[src/hw/rtl/lds_pkg.sv]
// Package: item types, register addresses and constants of the loop DAC SPI frontend.
`timescale 1ns / 1ps

package lds_pkg;

    localparam logic KIND_FRAME = 1'b0;
    localparam logic KIND_TICK  = 1'b1;

    localparam logic [6:0] ADDR_XFER       = 7'h01;
    localparam logic [6:0] ADDR_NOP        = 7'h02;
    localparam logic [6:0] ADDR_WR_MODE    = 7'h03;
    localparam logic [6:0] ADDR_DACCODE    = 7'h04;
    localparam logic [6:0] ADDR_ERR_CONFIG = 7'h05;
    localparam logic [6:0] ADDR_ERR_LOW    = 7'h06;
    localparam logic [6:0] ADDR_ERR_HIGH   = 7'h07;
    localparam logic [6:0] ADDR_RESET      = 7'h08;
    localparam logic [6:0] ADDR_STATUS     = 7'h09;

    localparam logic [15:0] RESET_WORD       = 16'hC33C;
    localparam logic [7:0]  ERR_HIGH_DEFAULT = 8'h80;

    localparam int TIMEOUT_STEP = 50;
    localparam int TIMEOUT_BASE = 40;
    localparam logic [8:0] IDLE_MAX = 9'd511;

    typedef struct packed {
        logic        kind;
        logic [7:0]  cmd_byte;
        logic [15:0] data_word;
    } t_in_item;

    typedef struct packed {
        logic [7:0]  resp_command;
        logic [15:0] resp_data;
        logic        loop_alarm;
    } t_out_item;

    typedef struct packed {
        logic frame;
        logic tick;
    } t_wdog_ctl;

endpackage

[src/hw/rtl/lds_regs.sv]
// Register file, protected-write holding and response capture.
`timescale 1ns / 1ps

module lds_regs import lds_pkg::*; (
    input  logic        i_clk,
    input  logic        i_rst_n,
    input  logic        i_frame,
    input  logic [7:0]  i_cmd_byte,
    input  logic [15:0] i_data_word,
    input  logic        i_flag,
    output logic [15:0] o_error_config,
    output logic [23:0] o_resp_hold
);

    typedef struct packed {
        logic [15:0] dac_code;
        logic [15:0] error_config;
        logic [7:0]  error_low_level;
        logic [7:0]  error_high_level;
        logic        protected_mode;
    } t_regs;

    function automatic t_regs apply_write(t_regs r, logic [6:0] addr, logic [15:0] val);
        t_regs w;
        w = r;
        unique case (addr)
            ADDR_WR_MODE:    w.protected_mode   = val[0];
            ADDR_DACCODE:    w.dac_code         = val;
            ADDR_ERR_CONFIG: w.error_config     = val;
            ADDR_ERR_LOW:    w.error_low_level  = val[15:8];
            ADDR_ERR_HIGH:   w.error_high_level = val[15:8];
            default:         w = r;
        endcase
        return w;
    endfunction

    function automatic logic is_holdable(logic [6:0] addr);
        return (addr == ADDR_WR_MODE) || (addr == ADDR_DACCODE) ||
               (addr == ADDR_ERR_CONFIG) || (addr == ADDR_ERR_LOW) ||
               (addr == ADDR_ERR_HIGH);
    endfunction

    t_regs       r_regs, n_regs;
    logic [6:0]  r_pend_addr, n_pend_addr;
    logic [15:0] r_pend_value, n_pend_value;
    logic        r_pend_valid, n_pend_valid;
    logic [23:0] r_resp_hold, n_resp_hold;

    t_regs       defaults;
    logic [6:0]  addr;
    logic [15:0] rd_value;

    assign defaults = '{dac_code: 16'h0000, error_config: 16'h0000,
                        error_low_level: 8'h00, error_high_level: ERR_HIGH_DEFAULT,
                        protected_mode: 1'b0};
    assign addr = i_cmd_byte[6:0];

    always_comb begin
        unique case (addr)
            ADDR_WR_MODE:    rd_value = {15'd0, r_regs.protected_mode};
            ADDR_DACCODE:    rd_value = r_regs.dac_code;
            ADDR_ERR_CONFIG: rd_value = r_regs.error_config;
            ADDR_ERR_LOW:    rd_value = {r_regs.error_low_level, 8'h00};
            ADDR_ERR_HIGH:   rd_value = {r_regs.error_high_level, 8'h00};
            ADDR_STATUS:     rd_value = {15'd0, i_flag};
            default:         rd_value = 16'h0000;
        endcase
    end

    always_comb begin
        n_regs       = r_regs;
        n_pend_addr  = r_pend_addr;
        n_pend_value = r_pend_value;
        n_pend_valid = r_pend_valid;
        n_resp_hold  = r_resp_hold;
        if (i_frame) begin
            if (i_cmd_byte[7]) begin
                n_resp_hold = {i_cmd_byte, rd_value};
            end else begin
                n_resp_hold = {i_cmd_byte, i_data_word};
                if (addr == ADDR_XFER) begin
                    if (r_pend_valid) begin
                        n_regs       = apply_write(r_regs, r_pend_addr, r_pend_value);
                        n_pend_valid = 1'b0;
                    end
                end else if (addr == ADDR_RESET) begin
                    if (i_data_word == RESET_WORD) begin
                        n_regs       = defaults;
                        n_pend_addr  = 7'd0;
                        n_pend_value = 16'd0;
                        n_pend_valid = 1'b0;
                    end
                end else if (is_holdable(addr)) begin
                    if (r_regs.protected_mode) begin
                        n_pend_addr  = addr;
                        n_pend_value = i_data_word;
                        n_pend_valid = 1'b1;
                    end else begin
                        n_regs = apply_write(r_regs, addr, i_data_word);
                    end
                end
            end
        end
    end

    always_ff @(posedge i_clk) begin
        if (!i_rst_n) begin
            r_regs       <= defaults;
            r_pend_addr  <= 7'd0;
            r_pend_value <= 16'd0;
            r_pend_valid <= 1'b0;
            r_resp_hold  <= 24'd0;
        end else begin
            r_regs       <= n_regs;
            r_pend_addr  <= n_pend_addr;
            r_pend_value <= n_pend_value;
            r_pend_valid <= n_pend_valid;
            r_resp_hold  <= n_resp_hold;
        end
    end

    assign o_error_config = r_regs.error_config;
    assign o_resp_hold    = r_resp_hold;

endmodule

[src/hw/rtl/lds_wdog.sv]
// SPI watchdog: idle millisecond counter and timeout flag.
`timescale 1ns / 1ps

module lds_wdog import lds_pkg::*; (
    input  logic       i_clk,
    input  logic       i_rst_n,
    input  t_wdog_ctl  i_ctl,
    input  logic [3:0] i_error_config,
    output logic       o_flag
);

    logic [8:0] r_count, n_count;
    logic       r_flag, n_flag;
    logic [8:0] count_inc;
    logic [8:0] threshold;

    assign count_inc = (r_count < IDLE_MAX) ? r_count + 9'd1 : r_count;
    assign threshold = 9'(i_error_config[3:1]) * 9'(TIMEOUT_STEP) + 9'(TIMEOUT_BASE);

    always_comb begin
        n_count = r_count;
        n_flag  = r_flag;
        if (i_ctl.frame) begin
            n_count = 9'd0;
            n_flag  = 1'b0;
        end else if (i_ctl.tick) begin
            n_count = count_inc;
            if (!i_error_config[0] && (count_inc >= threshold)) begin
                n_flag = 1'b1;
            end
        end
    end

    always_ff @(posedge i_clk) begin
        if (!i_rst_n) begin
            r_count <= 9'd0;
            r_flag  <= 1'b0;
        end else begin
            r_count <= n_count;
            r_flag  <= n_flag;
        end
    end

    assign o_flag = r_flag;

endmodule

[src/hw/rtl/loop_dac_spi_register_frontend_unit.sv]
// Top level of the loop DAC SPI register frontend: input register, core and result register.
//
// Usage:
//   Input channel (i_in_valid / o_in_ready / i_in_item) carries one item per
//   handshake: a deserialized SPI frame (kind 0) or a millisecond tick (kind 1).
//   Output channel (o_out_valid / i_out_ready / o_out_item) carries one result
//   per frame: the response captured on the previous frame plus the watchdog
//   alarm as it stood before this frame. Ticks give no result.
//   An accepted frame is held in the input register and loads the result
//   register when it advances, which it does once the output side is free.
//   Throughput: one item per cycle while no frame waits on a stalled result;
//   the input register and the result register overlap items.
//   Reset (i_rst_n low, synchronous): empties both registers, restores the
//   register defaults (error high level 0x80, all else zero), clears the
//   pending protected write, the held response and the watchdog.
//   Stall: while a result waits, one more item is held in the input register;
//   ticks keep flowing past a stalled result, frames wait and o_in_ready drops.
`timescale 1ns / 1ps

module loop_dac_spi_register_frontend_unit import lds_pkg::*; (
    input  logic      i_clk,
    input  logic      i_rst_n,
    input  logic      i_in_valid,
    output logic      o_in_ready,
    input  t_in_item  i_in_item,
    output logic      o_out_valid,
    input  logic      i_out_ready,
    output t_out_item o_out_item
);

    logic      r_in_valid;
    t_in_item  r_in_item;
    logic      r_out_valid;
    t_out_item r_out_item;

    logic        advance;
    logic        in_accept;
    t_wdog_ctl   wdog_ctl;
    logic        flag;
    logic [15:0] error_config;
    logic [23:0] resp_hold;

    // Advance the held item: ticks always, frames only when the result slot frees up.
    assign advance   = r_in_valid &&
                       ((r_in_item.kind == KIND_TICK) || !r_out_valid || i_out_ready);
    assign o_in_ready = !r_in_valid || advance;
    assign in_accept  = i_in_valid && o_in_ready;

    assign wdog_ctl.frame = advance && (r_in_item.kind == KIND_FRAME);
    assign wdog_ctl.tick  = advance && (r_in_item.kind == KIND_TICK);

    lds_regs u_regs (
        .i_clk          (i_clk),
        .i_rst_n        (i_rst_n),
        .i_frame        (wdog_ctl.frame),
        .i_cmd_byte     (r_in_item.cmd_byte),
        .i_data_word    (r_in_item.data_word),
        .i_flag         (flag),
        .o_error_config (error_config),
        .o_resp_hold    (resp_hold)
    );

    lds_wdog u_wdog (
        .i_clk          (i_clk),
        .i_rst_n        (i_rst_n),
        .i_ctl          (wdog_ctl),
        .i_error_config (error_config[3:0]),
        .o_flag         (flag)
    );

    // Input register: load on accept, drop once advanced.
    always_ff @(posedge i_clk) begin
        if (!i_rst_n) begin
            r_in_valid <= 1'b0;
        end else if (in_accept) begin
            r_in_valid <= 1'b1;
        end else if (advance) begin
            r_in_valid <= 1'b0;
        end
    end

    always_ff @(posedge i_clk) begin
        if (in_accept) begin
            r_in_item <= i_in_item;
        end
    end

    // Result register: capture the held response before the core overwrites it.
    always_ff @(posedge i_clk) begin
        if (!i_rst_n) begin
            r_out_valid <= 1'b0;
        end else if (wdog_ctl.frame) begin
            r_out_valid <= 1'b1;
        end else if (i_out_ready) begin
            r_out_valid <= 1'b0;
        end
    end

    always_ff @(posedge i_clk) begin
        if (wdog_ctl.frame) begin
            r_out_item.resp_command <= resp_hold[23:16];
            r_out_item.resp_data    <= resp_hold[15:0];
            r_out_item.loop_alarm   <= flag;
        end
    end

    assign o_out_valid = r_out_valid;
    assign o_out_item  = r_out_item;

endmodule

[config.mk]
export PLATFORM = sky130hd
export DESIGN_NAME = loop_dac_spi_register_frontend_unit
export DESIGN_NICKNAME = d
export VERILOG_FILES = /design/src/hw/rtl/lds_pkg.sv /design/src/hw/rtl/lds_regs.sv /design/src/hw/rtl/lds_wdog.sv /design/src/hw/rtl/loop_dac_spi_register_frontend_unit.sv
export SDC_FILE = /design/constraint.sdc
export NUM_CORES = 1
export LEC_CHECK = 0
export BUFFER_PORTS_ARGS = -buffer_cell sky130_fd_sc_hd__buf_2
export CELL_PAD_IN_SITES_DETAIL_PLACEMENT = 1
export CELL_PAD_IN_SITES_GLOBAL_PLACEMENT = 2
export CORE_UTILIZATION = 42
export DETAILED_ROUTE_END_ITERATION = 10
export PLACE_DENSITY_LB_ADDON = 0.1
export SYNTH_ARGS = -nofsm -noshare
export SYNTH_HDL_FRONTEND = slang
export SYNTH_SLANG_ARGS = --single-unit
[constraint.sdc]
create_clock -name i_clk -period 4.7 [get_ports i_clk]
set_input_delay 0.94 -clock i_clk [delete_from_list [all_inputs] [get_ports i_clk]]
set_output_delay 0.94 -clock i_clk [all_outputs]
set_load 0.01 [all_outputs]
==> impl_metrics.json, run 1 <==
{
  "hp-class": "reg -> reg",
  "fp.dieH_um": 133,
  "post-route-drc-count": 0,
  "post-cts-setup-buffers": 0,
  "p_leak_nw": 3.26,
  "maxCapViolCount": 0,
  "dp_hpwl_um": 12800,
  "synth_top_area_share_pct": 30.4,
  "fin_crit_sh_pct": 65.8,
  "synth.area.top_cells": "dfxtp_1 30%, edfxtp_1 21%, mux2i_1 10%, nand2_1 7.0%, a21oi_1 2.7%",
  "routed_wirelength_um": 18000,
  "rsz0062_at_grt": "no",
  "netlist_area_um2": 7180,
  "syn_nets": 722,
  "core_area_um2": 16600,
  "syn_to_final_growth_pct": 13.2,
  "worstSetupPathType": "reg -> reg",
  "final-setup-viol-count": 0,
  "ios": 56,
  "grt_util_all_layers_pct": 21.7,
  "hold_path_depth": 0,
  "yosys.area.top_type": "dfxtp_1",
  "grt_max_degree": 97,
  "syn_area_per_cell_um2": 10.6,
  "clk_path_buf_depth": 2,
  "reg2reg_depth": 6,
  "antenna_cells": 0,
  "grt_pass1_vias": 5402,
  "synth-edff-count": 50,
  "ant_nets": 0,
  "syn_inst": 678,
  "path_clk_slew_ns": 0.07,
  "post_cts_resized": 0,
  "vias_per_cell": 5.44,
  "async_reset_ff_share_pct": 0,
  "fin_ws_ns": 1.61,
  "yosysWarnings": 0,
  "relSlewSlack_pct": 23.1,
  "globalRouteOverflowTotal": 0,
  "period_needed_ns": 3.09,
  "synth_cell_types": 72,
  "start_kind": "flip-flop",
  "grt_pass1_wl_um": 29300,
  "drive_gt1_share_pct": 17.6,
  "layout.nets": 765,
  "vias": 5192,
  "io_buffers": 55,
  "cts_tree": "yes",
  "tightest_slew_ns": 1.15,
  "globalplace.congestion": 0.840,
  "cts_root_buf": "clkbuf_16",
  "clock_latency_ns": 0.43,
  "seq_area_frac_synth_pct": 51.3,
  "r2r_setup_slack_ns": 1.61,
  "ys_seq_elements": 159,
  "drt_iter0_markers": 259,
  "die_area_um2": 17600,
  "synth_flop_cell": "dfxtp_1",
  "status": "finished, final reports clean",
  "skew_ns": 0.0101,
  "antenna_found_initial": 0,
  "worstPathArrival_ns": 3.44,
  "drtPass1Iterations": 5,
  "wire_per_inst_um": 18.8,
  "ctsHoldBuffers": 0,
  "clock-sinks": 159,
  "end_kind": "flip-flop",
  "power_per_cell_area_nw_per_um2": 359,
  "initial_core_util_pct": 43.1,
  "die_x_um": 133,
  "post-place-ws_ns": 1.60,
  "numCtsBuffers": 17,
  "drv_slew": 0,
  "finalHoldViolCount": 0,
  "vdd_drop_max_mv": 0.257,
  "max_freq_mhz": 323,
  "worst-path-max-fanout": 16,
  "htreeDepth": 4,
  "required_ns": 5.05,
  "tns_ns": 0,
  "row_count": 47
}
## worst max-delay path: stages (launching register included)
cell	delay (ns)
edfxtp_1	0.80
buf_4	0.39
or2_2	0.16
a21oi_1	0.08
a2111o_1	0.52
nor3_2	0.78
mux2i_1	0.28
## final cells by class
class / instances / area (um2)
Clock buffer: 19 / 433
Sequential cell: 159 / 3680
Clock inverter: 13 / 120
Timing Repair Buffer: 66 / 358
Inverter: 15 / 56.3
Multi-Input combinational cell: 462 / 3200
Fill cell: 1836 / 8510
Tap cell: 220 / 275
## per-stage QoR
stage          hold WS, ns  area (um2)  utilization [%]  cells  power (mW)
2_1_floorplan        0.408        7180                -    678        1.59
3_3_place_gp         0.414        7580             45.5    922        1.64
3_5_place_dp         0.421        7580             45.5    922        1.64
4_1_cts              0.436        8130             48.9    954        2.94
5_1_grt              0.446        8130             48.9    954        3.01
6_report             0.434        8130             48.9    954        2.92
## flip-flops by register name (all words and copies together), names as in the netlist
signal	count
o_out_item	25
u_wdog.o_flag	1
u_regs.r_pend_value	16
u_regs.r_pend_addr	7
r_in_item	25
u_wdog.r_count	9
r_in_valid	1
u_regs.o_error_config	16
u_regs.r_regs	33
u_regs.r_pend_valid	1
o_out_valid	1
u_regs.o_resp_hold	24
## power by group
| part | switching, mW | leakage, nW | internal (mW) | total (mW) |
|---|---|---|---|---|
| Sequential | 0.0354 | 1.37 | 1.44 | 1.48 |
| Clock | 0.610 | 0.263 | 0.698 | 1.31 |
| Combinational | 0.0840 | 1.62 | 0.0510 | 0.135 |
| Total | 0.729 | 3.26 | 2.19 | 2.92 |
## metal layers
layer | GRT usage [%] | wire length (um) | vias up
met3 | 3.18 | 494 | 15
met2 | 34.4 | 8220 | 92
met1 | 30.5 | 9040 | 2561
li1 | - | - | 2524
met4 | 7.02 | 201 | 0
met5 | 0 | 0 | -
## worst paths after layout
kind                              start                 to
hold reg to reg   u_regs.o_resp_hold[6]      o_out_item[7]
setup reg to reg          r_in_item[16]  u_regs.r_regs[12]
hold / removal    u_regs.o_resp_hold[6]      o_out_item[7]
setup / recovery          r_in_item[16]  u_regs.r_regs[12]
## synth_stat cells (all sizes together) (3+ instances only)
cell type  instances
nor3               6
nor2b              4
and2               4
ha                15
nor4b              3
a21o               3
dfxtp            109
and3               7
nand2b             4
edfxtp            50
nor2              28
a22o              15
a2bb2oi            3
o211ai             3
xor2               7
or3                3
a21oi             39
mux2i             73
nor4               3
a31oi              7
o21ai              6
a211oi             3
nand2            134
or2                8
xnor2              4
mux4               8
nor3b             19
nand3              6
clkbuf            23
nand4              6
buf               17
inv               14
a221oi             8
o31ai              3
## cells in the final DEF, fill, tap and decap left out, types with 3 or more instances in the layout
cell,instances
a22o_1,14
a31oi_1,7
nor2b_1,3
nand2_1,134
edfxtp_1,50
clkinvlp_4,3
inv_6,4
inv_8,4
nand4_1,6
a211oi_1,3
a21o_1,3
a21oi_1,39
xor2_1,7
inv_1,14
ha_1,15
nor3b_1,19
a221oi_1,8
o21ai_0,6
nor3_1,3
a2bb2oi_1,3
clkbuf_16,17
o211ai_1,3
nand2b_1,4
mux4_2,8
mux2i_1,73
dfxtp_1,109
or3_1,3
and2_1,3
buf_2,55
and3_1,7
xnor2_1,4
buf_4,11
nand3_1,6
nor2_1,28
or2_2,8
o31ai_1,3
## cell families after synthesis
group | after synthesis | share of synthesized area (%)
flip-flops | 159 | 51.3
XOR/XNOR | 11 | 1.34
AO/OA/AOI/OAI | 106 | 10.2
AND/OR/NAND/NOR | 247 | 17.5
multiplexers | 83 | 13.0
buffers and inverters | 57 | 4.10
adder cells (fa/ha/maj) | 15 | 2.61
Note: power is estimated with default switching activity, not from simulation.
==> inputs of run 2 (changes only) <==
CORE_UTILIZATION = 36   (was 42)
clock period = 2.6 ns   (was 4.7 ns; I/O delays follow)
==> impl_metrics.json, run 2 (same netlist as run 1, synthesis figures left out) <==
{
  "status": "finished, final reports clean",
  "grt_pass1_wl_um": 32500,
  "period_needed_ns": 2.48,
  "p_int_mw": 4.12,
  "final_area_um2": 8570,
  "final_common_cell": "nand2_1",
  "layout.nets": 802,
  "drt_iter0_markers": 229,
  "worstPathArrival_ns": 2.78,
  "top_register": "u_regs.r_regs",
  "clockPowerShare_pct": 46.2,
  "globalplace.congestion": 0.815,
  "vias": 5423,
  "drtPass1Iterations": 4,
  "post_cts_resized": 0,
  "reg2reg_depth": 9,
  "p_leak_nw": 3.47,
  "final_cells": 1036,
  "die_x_um": 143,
  "use_met3_pct": 3.89,
  "syn_to_final_growth_pct": 19.3,
  "ctsHoldBuffers": 0,
  "skew_ns": 0.0117,
  "end_kind": "flip-flop",
  "vias_per_cell": 5.23,
  "pwr-share-seq_pct": 48.2,
  "path_clk_slew_ns": 0.07,
  "grt_pass1_vias": 5773,
  "htreeDepth": 4,
  "grt_util_all_layers_pct": 21.4,
  "globalRouteOverflowTotal": 0,
  "power_per_cell_area_nw_per_um2": 639,
  "maxCapViolCount": 0,
  "hp-class": "in -> reg",
  "clock_latency_ns": 0.43,
  "relSlewSlack_pct": 57.3,
  "crit_path_max_incr_delay_ns": 0.44,
  "fin_crit_sh_pct": 95.3,
  "antenna_cells": 0,
  "antenna_found_initial": 0,
  "dp_hpwl_um": 14200,
  "critPathCapture": "u_wdog.o_flag",
  "fp.dieH_um": 143,
  "groute.layer.met1.usage_pct": 26.5,
  "r2r_start": "u_wdog.r_count[5]",
  "worstSetupPathType": "reg -> reg",
  "path_cells": "and4_1 > a31oi_2 > and2_1 > xor2_1 > ha_1 > a21o_1 > a211o_1 > a211oi_2 > nor3_1",
  "reg2reg_to": "u_wdog.o_flag",
  "die_area_um2": 20500,
  "finalHoldViolCount": 0,
  "largest_reg_flops": 33,
  "p_comb_share_pct": 5.6,
  "grt_max_degree": 49,
  "vdd_drop_max_mv": 0.293,
  "wire_per_inst_um": 20.0,
  "power.switching_mw": 1.35,
  "numCtsBuffers": 17,
  "io_buffers": 55,
  "cts_root_buf": "clkbuf_16",
  "clock-sinks": 159,
  "clk_path_buf_depth": 2,
  "start_kind": "flip-flop",
  "r2r_setup_slack_ns": 0.12,
  "cts_tree": "yes",
  "post-cts-setup-buffers": 0,
  "drv_slew": 0,
  "routed_wirelength_um": 20700,
  "ios": 56,
  "max_freq_mhz": 404,
  "required_ns": 2.91,
  "tns_ns": 0,
  "row_count": 51,
  "gr-max-usage-layer": "met2",
  "core_area_um2": 19500,
  "initial_core_util_pct": 36.8,
  "ant_nets": 0,
  "worst-path-max-fanout": 6,
  "layout_common_cells": "134 x nand2_1, 106 x dfxtp_1, 73 x mux2i_1, 55 x buf_2, 50 x edfxtp_1",
  "switching_share_pct": 24.6,
  "fin_util_pct": 43.9,
  "cp-startpoint": "u_wdog.r_count[5]",
  "dp.cells": 1004,
  "crit_path_top_delay_cell": "dfxtp_1",
  "hold_slack_ns": 0.261,
  "post-route-drc-count": 0,
  "dpl-instance-area_um2": 7920,
  "drive_gt1_share_pct": 23.3,
  "final-setup-viol-count": 0,
  "tightest_slew_ns": 0.634,
  "gr-usage-met2_pct": 37.4
}
run 2: cell types whose count changed in the layout (fill, tap and decap cells not counted), moves of 3 or more:
cell        delta
dfxtp_1        -3
clkinvlp_4     -3
dfxtp_2        +3
ha_1           -3
buf_4         +36
run 2: area by class of cell:
cell class,count,area (um2)
timing repair buffer,103,648
multi-input combinational,462,3260
clock inverter,14,139
tap,265,332
sequential,159,3690
fill,2174,11000
inverter,15,56.3
clock buffer,18,450
run 2: worst max-delay path, delay by kind of cell, from the launching register on:
family          cells  cell delay (ns)
fa+ha+maj           1             0.32
compound gates      4             0.80
xor+xnor            1             0.16
simple gates        3             0.65
flops               1             0.44
run 2: metrics by stage:
| step | setup WS (ns) | power, mW |
|---|---|---|
| floorplan | 0.0645 | 2.87 |
| global placement | 0.132 | 3.00 |
| detailed placement | 0.0586 | 3.00 |
| CTS | 0.0227 | 5.54 |
| global route | -0.00400 | 5.66 |
| finish | 0.122 | 5.47 |
run 2: worst min path at each step:
stage                                 startpoint             end  cells past startpoint
after floorplan           u_regs.o_resp_hold[16]  o_out_item[17]                      0
after global placement    u_regs.o_resp_hold[20]  o_out_item[21]                      0
after detailed placement  u_regs.o_resp_hold[20]  o_out_item[21]                      0
after CTS                          i_in_item[23]   r_in_item[23]                      1
after global routing               i_in_item[23]   r_in_item[23]                      1
final                              i_in_item[15]   r_in_item[15]                      1
run 2: routing by layer:
layer  routed length (um)  up-vias
li1                     -     2606
met1                 9380     2734
met2                10500       69
met3                  646       14
met4                  199        0
met5                    0        -
run 2: power by group through the flow:
stage | clock (mW) | sequential, mW | combinational [mW]
CTS | 2.59 | 2.64 | 0.310
global placement | 0 | 2.69 | 0.303
floorplan | 0 | 2.69 | 0.179
global route | 2.69 | 2.64 | 0.335
detailed placement | 0 | 2.69 | 0.309
finish | 2.53 | 2.64 | 0.306
==> inputs of run 3 (changes only) <==
RECOVER_POWER = 25   (was not set)
==> impl_metrics.json, run 3 (same netlist as run 1, synthesis figures left out) <==
{
  "maxCapViolCount": 0,
  "cts_tree": "yes",
  "hp-class": "in -> reg",
  "wire_per_inst_um": 20.0,
  "clk_path_buf_depth": 2,
  "globalRouteOverflowTotal": 0,
  "vias": 5443,
  "clock-sinks": 159,
  "vdd_drop_max_mv": 0.293,
  "final-setup-viol-count": 0,
  "final_area_um2": 8550,
  "final_cells": 1036,
  "path_clk_slew_ns": 0.07,
  "post-cts-setup-buffers": 0,
  "ctsHoldBuffers": 0,
  "r2r_setup_slack_ns": 0.12,
  "status": "finished, final reports clean",
  "final_common_cell": "nand2_1",
  "drt_iter0_markers": 263,
  "largest_reg_flops": 33,
  "p_total_mw": 5.47,
  "r2r_start": "u_wdog.r_count[5]",
  "grt_pass1_wl_um": 32500,
  "critPathCapture": "u_wdog.o_flag",
  "fp.dieH_um": 143,
  "required_ns": 2.91,
  "grt_max_degree": 49,
  "dpl-instance-area_um2": 7920,
  "antenna_cells": 0,
  "grt_util_all_layers_pct": 21.4,
  "initial_core_util_pct": 36.8,
  "hold_slack_ns": 0.260,
  "dp.cells": 1004,
  "ant_nets": 0,
  "start_kind": "flip-flop",
  "numCtsBuffers": 17,
  "max_freq_mhz": 403,
  "die_x_um": 143,
  "vias_per_cell": 5.25,
  "dp_hpwl_um": 14200,
  "ios": 56,
  "p_leak_nw": 3.43,
  "reg2reg_depth": 9,
  "post_cts_resized": 0,
  "io_buffers": 55,
  "row_count": 51,
  "drtPass1Iterations": 4,
  "power_per_cell_area_nw_per_um2": 640,
  "cts_root_buf": "clkbuf_16",
  "period_needed_ns": 2.48,
  "cp-startpoint": "u_wdog.r_count[5]",
  "clock_latency_ns": 0.43,
  "fin_crit_sh_pct": 95.4,
  "end_kind": "flip-flop",
  "tightest_slew_ns": 0.637,
  "hold_start": "i_in_item[15]",
  "layout.nets": 802,
  "post-route-drc-count": 0,
  "drv_slew": 0,
  "finalHoldViolCount": 0,
  "core_area_um2": 19500,
  "worstSetupPathType": "reg -> reg",
  "skew_ns": 0.0122,
  "layout_common_cells": "134 x nand2_1, 106 x dfxtp_1, 73 x mux2i_1, 50 x edfxtp_1, 46 x buf_4",
  "antenna_found_initial": 0,
  "worst-path-max-fanout": 6,
  "grt_pass1_vias": 5773,
  "reg2reg_to": "u_wdog.o_flag",
  "htreeDepth": 4,
  "top_register": "u_regs.r_regs",
  "syn_to_final_growth_pct": 19.1,
  "worstPathArrival_ns": 2.79,
  "relSlewSlack_pct": 57.2,
  "globalplace.congestion": 0.815,
  "routed_wirelength_um": 20700,
  "drive_gt1_share_pct": 21.7,
  "die_area_um2": 20500
}
run 3: changes by cell type in the layout (fill, tap and decap cells not counted):
| cell | before | now |
|---|---|---|
| clkbuf_1 | 0 | 13 |
| buf_2 | 55 | 43 |
| buf_4 | 47 | 46 |
run 3: final cells by class:
class / instances / area (um2)
clock buffer: 18 / 450
clock inverter: 14 / 139
fill: 2182 / 11000
inverter: 15 / 56.3
multi-input combinational: 462 / 3260
sequential: 159 / 3690
tap: 265 / 332
timing repair buffer: 103 / 629
run 3: worst min-delay path by stage:
stage	slack (ns)	to	cells past startpoint
finish	0.26	r_in_item[15]	1
floorplan	0.41	o_out_item[17]	0
CTS	0.24	r_in_item[23]	1
global placement	0.41	o_out_item[21]	0
global route	0.24	r_in_item[23]	1
detailed placement	0.42	o_out_item[21]	0
run 3: metal layers:
metal | global-route usage (%) | up-vias | routed length, um
met4 | 6.61 | 0 | 199
met5 | 0 | - | 0
met2 | 37.4 | 69 | 10500
met3 | 3.89 | 13 | 576
met1 | 26.5 | 2755 | 9420
li1 | - | 2606 | -
run 3: per-stage QoR:
stage / utilization (%) / worst slack (ns) / TNS, ns
finish: 43.8 / 0.121 / 0
global route: 43.8 / -0.00400 / -0.00400
CTS: 43.6 / 0.0227 / 0
detailed placement: 40.6 / 0.0586 / 0
global placement: 40.6 / 0.132 / 0
floorplan: - / 0.0645 / 0
run 3: critical path: stages, from the launching register on:
cell      delay [ns]
dfxtp_1         0.44
and4_1          0.36
a31oi_2         0.16
and2_1          0.22
xor2_1          0.16
ha_1            0.32
a21o_1          0.16
a211o_1         0.28
a211oi_2        0.20
nor3_1          0.07
run 3: report_power, final:
group | switching, mW | total (mW) | internal (mW) | leakage (nW)
sequential | 0.0345 | 2.64 | 2.60 | 1.37
clock | 1.12 | 2.53 | 1.41 | 0.296
combinational | 0.192 | 0.303 | 0.111 | 1.76
total | 1.35 | 5.47 | 4.12 | 3.43
